**src/hw/rtl/ppct_pkg.sv**
```systemverilog
// Shared types and constants for the polygon point crossing test.
// Used by ppct_edge and polygon_point_crossing_test; no dependencies.
package ppct_pkg;

	localparam int MAX_VERTICES = 64;
	localparam int COORD_BITS   = 16;
	localparam int ADDR_BITS    = $clog2(MAX_VERTICES);
	localparam int CNT_BITS     = $clog2(MAX_VERTICES + 1);
	localparam int SLOT_BITS    = 6;
	localparam int VC_BITS      = 7;
	localparam int RES_BITS     = 7;
	localparam int D_BITS       = COORD_BITS + 1;
	localparam int P_BITS       = 2 * D_BITS;
	localparam int S_DATA_BITS  = ((SLOT_BITS + 2 * COORD_BITS + 7) / 8) * 8;
	localparam int M_DATA_BITS  = ((1 + 2 * RES_BITS + 7) / 8) * 8;

	localparam logic OP_LOAD  = 1'b0;
	localparam logic OP_QUERY = 1'b1;

	typedef struct packed {
		logic signed [COORD_BITS-1:0] y;
		logic signed [COORD_BITS-1:0] x;
	} corner_t;

	typedef struct packed {
		logic busy;
		logic valid;
		logic hit;
		logic left;
	} edge_res_t;

	typedef enum logic [1:0] {
		ST_IDLE,
		ST_WALK,
		ST_DRAIN,
		ST_FINISH
	} st_t;

	function automatic logic [CNT_BITS-1:0] clamp_count(input logic [VC_BITS-1:0] v);
		if (int'(v) > MAX_VERTICES)
			return CNT_BITS'(MAX_VERTICES);
		return CNT_BITS'(v);
	endfunction

endpackage

```
**src/hw/rtl/ppct_edge.sv**
```systemverilog
// Edge classifier: forms the edge from the previous and current corner,
// checks the half-open y span and compares the two cross products.
// Depends on ppct_pkg.
module ppct_edge (
	input  logic                clk,
	input  logic                arst_n,
	input  logic                valid_s1,
	input  logic                first_s1,
	input  ppct_pkg::corner_t   cur_s1,
	input  ppct_pkg::corner_t   point,
	output ppct_pkg::edge_res_t res
);
	import ppct_pkg::*;

	corner_t prev_q;
	corner_t lo, hi;
	logic    span;

	logic                     v_s2, span_s2;
	logic signed [D_BITS-1:0] dhx_s2, dpy_s2, dpx_s2, dhy_s2;
	logic                     v_s3, span_s3;
	logic signed [P_BITS-1:0] p1_s3, p2_s3;

	always_comb begin
		if (prev_q.y <= cur_s1.y) begin
			lo = prev_q;
			hi = cur_s1;
		end else begin
			lo = cur_s1;
			hi = prev_q;
		end
		span = (lo.y <= point.y) && (point.y < hi.y);
	end

	always_ff @(posedge clk) begin
		if (valid_s1)
			prev_q <= cur_s1;
		dhx_s2  <= D_BITS'(hi.x) - D_BITS'(lo.x);
		dpy_s2  <= D_BITS'(point.y) - D_BITS'(lo.y);
		dpx_s2  <= D_BITS'(point.x) - D_BITS'(lo.x);
		dhy_s2  <= D_BITS'(hi.y) - D_BITS'(lo.y);
		span_s2 <= span;
		p1_s3   <= dhx_s2 * dpy_s2;
		p2_s3   <= dpx_s2 * dhy_s2;
		span_s3 <= span_s2;
	end

	always_ff @(posedge clk or negedge arst_n) begin
		if (!arst_n) begin
			v_s2 <= 1'b0;
			v_s3 <= 1'b0;
		end else begin
			v_s2 <= valid_s1 && !first_s1;
			v_s3 <= v_s2;
		end
	end

	assign res.busy  = v_s2 || v_s3;
	assign res.valid = v_s3;
	assign res.hit   = span_s3;
	assign res.left  = p1_s3 < p2_s3;

endmodule

```
**config.mk**
```make
export PLATFORM = sky130hd
export DESIGN_NAME = ppct_edge
export DESIGN_NICKNAME = d
export VERILOG_FILES = /design/src/hw/rtl/ppct_pkg.sv /design/src/hw/rtl/ppct_edge.sv
export SDC_FILE = /design/constraint.sdc
export NUM_CORES = 2
export LEC_CHECK = 0
export ABC_CLOCK_PERIOD_IN_PS = 8150
export BUFFER_PORTS_ARGS = -buffer_cell sky130_fd_sc_hd__buf_2
export CORE_ASPECT_RATIO = 0.75
export CORE_MARGIN = 1.5
export CORE_UTILIZATION = 45
export DETAILED_ROUTE_END_ITERATION = 8
export GPL_TIMING_DRIVEN = 0
export SYNTH_ARGS = -nofsm -noshare
export SYNTH_HDL_FRONTEND = slang
export SYNTH_SLANG_ARGS = --single-unit
```
**constraint.sdc**
```tcl
create_clock -name clk -period 8.15 [get_ports clk]
set_input_delay 1.63 -clock clk [delete_from_list [all_inputs] [get_ports clk]]
set_output_delay 1.63 -clock clk [all_outputs]
set_load 0.02 [all_outputs]
```
; ---- Yosys cells after proc, flatten, opt, wreduce, memory -nomap -nowiden
; Cells that the tools add are included.
[word_totals]
ff_bits = 172
inputBits = 68
output_inout_bits = 4
wordCells = 28
[op_classes]
addsub = 4
mul = 2
n_lt_le_gt_ge = 4
muxes = 2
reduce_logical = 4
[op_table]
columns = op, n
row1 = $mul A17 B17 Y34, 2
row2 = $sub A16 B16 Y17, 4
row3 = $mux W32, 2
row4 = $lt A34 B34 Y1, 1
row5 = $le A16 B16 Y1, 2
row6 = $lt A16 B16 Y1, 1
row7 = $logic_and A1 B1 Y1, 2
row8 = $logic_not A1 Y1, 1
row9 = $logic_or A1 B1 Y1, 1

; ---- Logic depth before layout (Yosys ltp)
[logic_depth]
depth_word = 4
depth_mapped = 30
depth_no_buf = 26

; ---- Worst setup path after synthesis
; Ideal clock, no wire load.
[synth_timing]
path_kind = input to register
start = in cur_s1[19] in the netlist's numbering
end = reg dpy_s2[16]
setup_time_ns = 0.059
t_arrival_ns = 7.015
required_time_ns = 8.091
path_slack_ns = 1.076
stages = 29
n_path_buf = 7
cell_sequence = inv_1 ha_1 and2_1 and3_1 a32oi_2 o31a_1 buf_2 buf_2 buf_2 buf_2 buf_2 clkbuf_1 clkbuf_1 nand2_1 o21ai_0 ha_1 inv_1 fa_1 nand2_1 nand2_1 a21oi_1 o21ai_0 a21oi_1 o21bai_1 a21oi_1 o21ai_0 nor2b_1 a2111oi_0 mux2_2
[synth_between]
elab_chain_len = 3
[synth_lines]
columns = element, line
row1 = "start, declared", ppct_edge.sv:9  ; input ppct_pkg::corner_t cur_s1,
row2 = $le A16 B16 Y1, ppct_edge.sv:25  ; if (prev_q.y <= cur_s1.y) begin
row3 = $mux W32 *, ppct_edge.sv:25
row4 = $sub A16 B16 Y17 *, ppct_edge.sv:39  ; dpy_s2 <= D_BITS'(point.y) - D_BITS'(lo.y);
row5 = "end signal, assigned", ppct_edge.sv:39
row6 = "end, declared", ppct_edge.sv:20  ; logic signed [D_BITS-1:0] dhx_s2, dpy_s2, dpx_s2, dhy_s2;
; Mark *: on every way between the ends. The rest lies on a longest branch, timed or not.
; A chain may end at the register's enable or synchronous reset.

; ---- Worst setup path after layout
[layout_timing]
start = reg dhy_s2[9]
end = reg p2_s3[32]
[layout_between]
elab_chain_len = 1
[layout_lines]
columns = element, line
row1 = "start, declared", ppct_edge.sv:20
row2 = "start signal, assigned", ppct_edge.sv:41  ; dhy_s2 <= D_BITS'(hi.y) - D_BITS'(lo.y);
row3 = $mul A17 B17 Y34, ppct_edge.sv:44  ; p2_s3 <= dpx_s2 * dhy_s2;
row4 = "end signal, assigned", ppct_edge.sv:44
row5 = "end, declared", ppct_edge.sv:22  ; logic signed [P_BITS-1:0] p1_s3, p2_s3;
; Every way passes these cells.

==> impl_results.md <==
* Endpoints failing setup at 0
* Share of cells above drive strength 1 at about 4.8%
* Worst R2R End: p2_s3[32]$_DFF_P_
* Status: finished, final reports clean
* Number of flops mapped to enable cells by yosys at 32
* I/O Pins at 72
* Final hold viol count at 0
* Iteration-0 DRC Markers at 1,770
* Initial Utilization at between 40% and 50%
* Most area-hungry cell type in the Yosys netlist: fa_1
* Via Count at ~22,000
* Top cell type's share of synthesized area at just under 40%
* Post-CTS setup buffer count at 0
* RePlAce Congestion at ~0.96
* Root buf cell: clkbuf_16
* Max Clock Freq at around 130 MHz
* Post-layout min period at approximately 7.9 ns
* Vias in the first global route at 22,100
* R2R Path Start: dhy_s2[9]$_DFF_P_
* Cells after synthesis at between 3,000 and 4,000
* TritonCTS Buffers at 17
* Synth warn at 0
* Final period util at 96.4%
* Die X at between 300 and 400 um
* Antenna Nets Post-Route at 0
* DP HPWL at 68.5 mm
* Die Y at around 230 um
* CTS tree: built
* CP max stage delay at a little over 0.8 ns
* CP bufs+invs at 5
* DRC errors left at 0
* Top_reg_cell synth: dfxtp_1
* Drt via density at slightly above 5
* Clock Tree Buf Depth at 2
* Top Family by Delay on Critical Path: adder cells
* Yosys cell types at between 70 and 80
* Final nets at 4,335
* Most common cell in the netlist: inv_1
* Worst-margin pin slew at approximately 1.1 ns
* Total nets after synthesis at around 4,300
* Critical Path End: p2_s3[32]$_DFF_P_
* Reg2Reg Depth at 21
* Async SR Flop Fraction at 1.16%
* CP max FO at 10
* Number of port buffers at 71
* CTS HTree Levels at 4
* Fin Setup TNS at 0 ns
* Post-route clock skew at roughly 0.019 ns
* Routed WL at approximately 80 mm
* Cell mode on critical path: fa_1
* CP arrival at 8.24 ns
* Critical path class: flip-flop to flip-flop
* First-pass GRT wire length at approximately 130 mm
* Initial DRT Pass Iterations at 6
* Core Area at 0.0671 mm2
* Num rows at a little over 80
* CP Launch Type: flip-flop
* FF+latch count, synth at roughly 170
* Max Cap Violations at 0
* CP Data Required Time at around 8.5 ns
* DIE AREA at between 0.06 and 0.07 mm2
* Area contributors post-synth: fa_1 39%, ha_1 11%, inv_1 9.3%, dfxtp_1 9.0%, and2_1 6.0%
* Slew Limit Fails at 0
* Antenna violations before repair at 13
* Syn Area/Cell at 9.22 um2
* Critical path depth at 21
* Worst rel slew slack at roughly 29%
* Total track usage at 23.8%
* Area growth syn-to-layout at 7.08%
* Critical-path cell list: clkbuf_1 > clkbuf_1 > nand2_1 > fa_1 > inv_1 > fa_1 > fa_1 > fa_1 > fa_1 > inv_1 > fa_1 > inv_1 > ha_1 > a21o_1 > a21o_1 > a221o_1 > and2_1 > o311ai_0 > o21ai_1 > a221oi_1 > xnor2_1
* Worst-path clk slew at around 0.08 ns
* Later-pin clock latency in the skew report at 0.44 ns
* R2r setup slk at about 0.29 ns
* Drt wl/cell at between 15 and 20 um
* CP max stage cell: o311ai_0
* RSZ-0062 raised after global routing: false
* Top post-synthesis cells by count: 756 x inv_1, 594 x fa_1, 337 x nand2_1, 293 x and2_1, 269 x ha_1
* CTS sink cnt at roughly 170
* Critical Path Sink Type: flip-flop
* Netlist Area Pre-Place at a little over 0.03 mm2
* Tightest Hold Check Type: flip-flop to flip-flop
* CTS Hold Bufs at 0
* Proportion of synthesized chip area in sequential cells at between 10 and 15%
* Pin count of the biggest net entering global routing at 34
* Gr ovfl total at 0
* Crit path from: dhy_s2[9]$_DFF_P_
## repair_timing
item,4_1_cts,5_1_grt
resized for setup,5,62
pin swaps,0,0
setup endpoints to repair,11,13
cloned,0,0
## layer usage
layer  up-vias  GRT usage (%)  part of all wire, %
met1     10900           38.2                   50
li1      10300              -                    -
met3        58           4.67                  8.9
met4         8           3.56                  1.2
met5         -              0                0.062
met2       720           33.3                   40
## logic make-up after synthesis
kind of cell	share of synthesized area (%)
muxes	0.952
DFF	12.3
AOI/OAI and AO/OA	7.16
and+or+nand+nor	14.8
buffers and inverters	10.5
xor gates and xnor gates	3.78
adders and majority gates	50.4
## per-stage QoR
stage | setup WS (ns) | cell area [um2] | utilization (%) | std cells | hold slack [ns]
global placement | -0.843 | 32100 | 47.8 | 4272 | 0.325
finish | 0.292 | 32800 | 48.9 | 4305 | 0.334
detailed placement | -0.807 | 32100 | 47.8 | 4272 | 0.315
global route | 0.0215 | 32800 | 48.8 | 4301 | 0.347
CTS | 0.0217 | 32700 | 48.7 | 4303 | 0.341
floorplan | 1.08 | 30600 | - | 3319 | 0.310
## final cells by class
cell class	instances	area, um2
plain buffers	94	420
clock inverters	10	114
multi-input cells	2292	23600
clock buffers	22	518
well taps	882	1100
flip-flops and latches	172	3780
inverters	756	2840
fillers	6575	34300
diodes	6	15.0
repair buffers	71	355
## sequential cells by signal, indices dropped and copies added (netlist names)
register and cells:
span_s3 1, dhy_s2 17, v_s3 1, v_s2 1, dpy_s2 17, dpx_s2 17
p2_s3 34, prev_q 32, p1_s3 34, dhx_s2 17, span_s2 1
## worst min path at each step
stage                               start         endpoint  slack, ns  depth (start not counted)
after floorplan           span_s2$_DFF_P_  span_s3$_DFF_P_       0.31                          0
after global placement    span_s2$_DFF_P_  span_s3$_DFF_P_       0.32                          0
after detailed placement  span_s2$_DFF_P_  span_s3$_DFF_P_       0.32                          0
after CTS                 span_s2$_DFF_P_  span_s3$_DFF_P_       0.34                          0
after global routing      span_s2$_DFF_P_  span_s3$_DFF_P_       0.35                          0
final                     span_s2$_DFF_P_  span_s3$_DFF_P_       0.33                          0
## cell usage in the layout (no fill, tap or decap), types with 16 or more instances in the layout
cell and n:
a21oi_1 106, xnor2_1 100, nor2b_1 32, mux2i_1 28, inv_1 756, buf_2 76
maj3_1 16, nand2_1 337, nand2b_1 38, nand4_1 17, o21ai_1 17, clkbuf_1 56
nor2_1 119, a21o_1 38, nor3_1 20, and2_1 293, ha_1 269, clkbuf_2 25
clkbuf_16 20, edfxtp_1 32, xor2_1 32, dfxtp_1 135, o21ai_0 66, fa_1 592
Power is not shown: default switching activity piles up to over one toggle a cycle in this logic, so the estimate is an artifact.
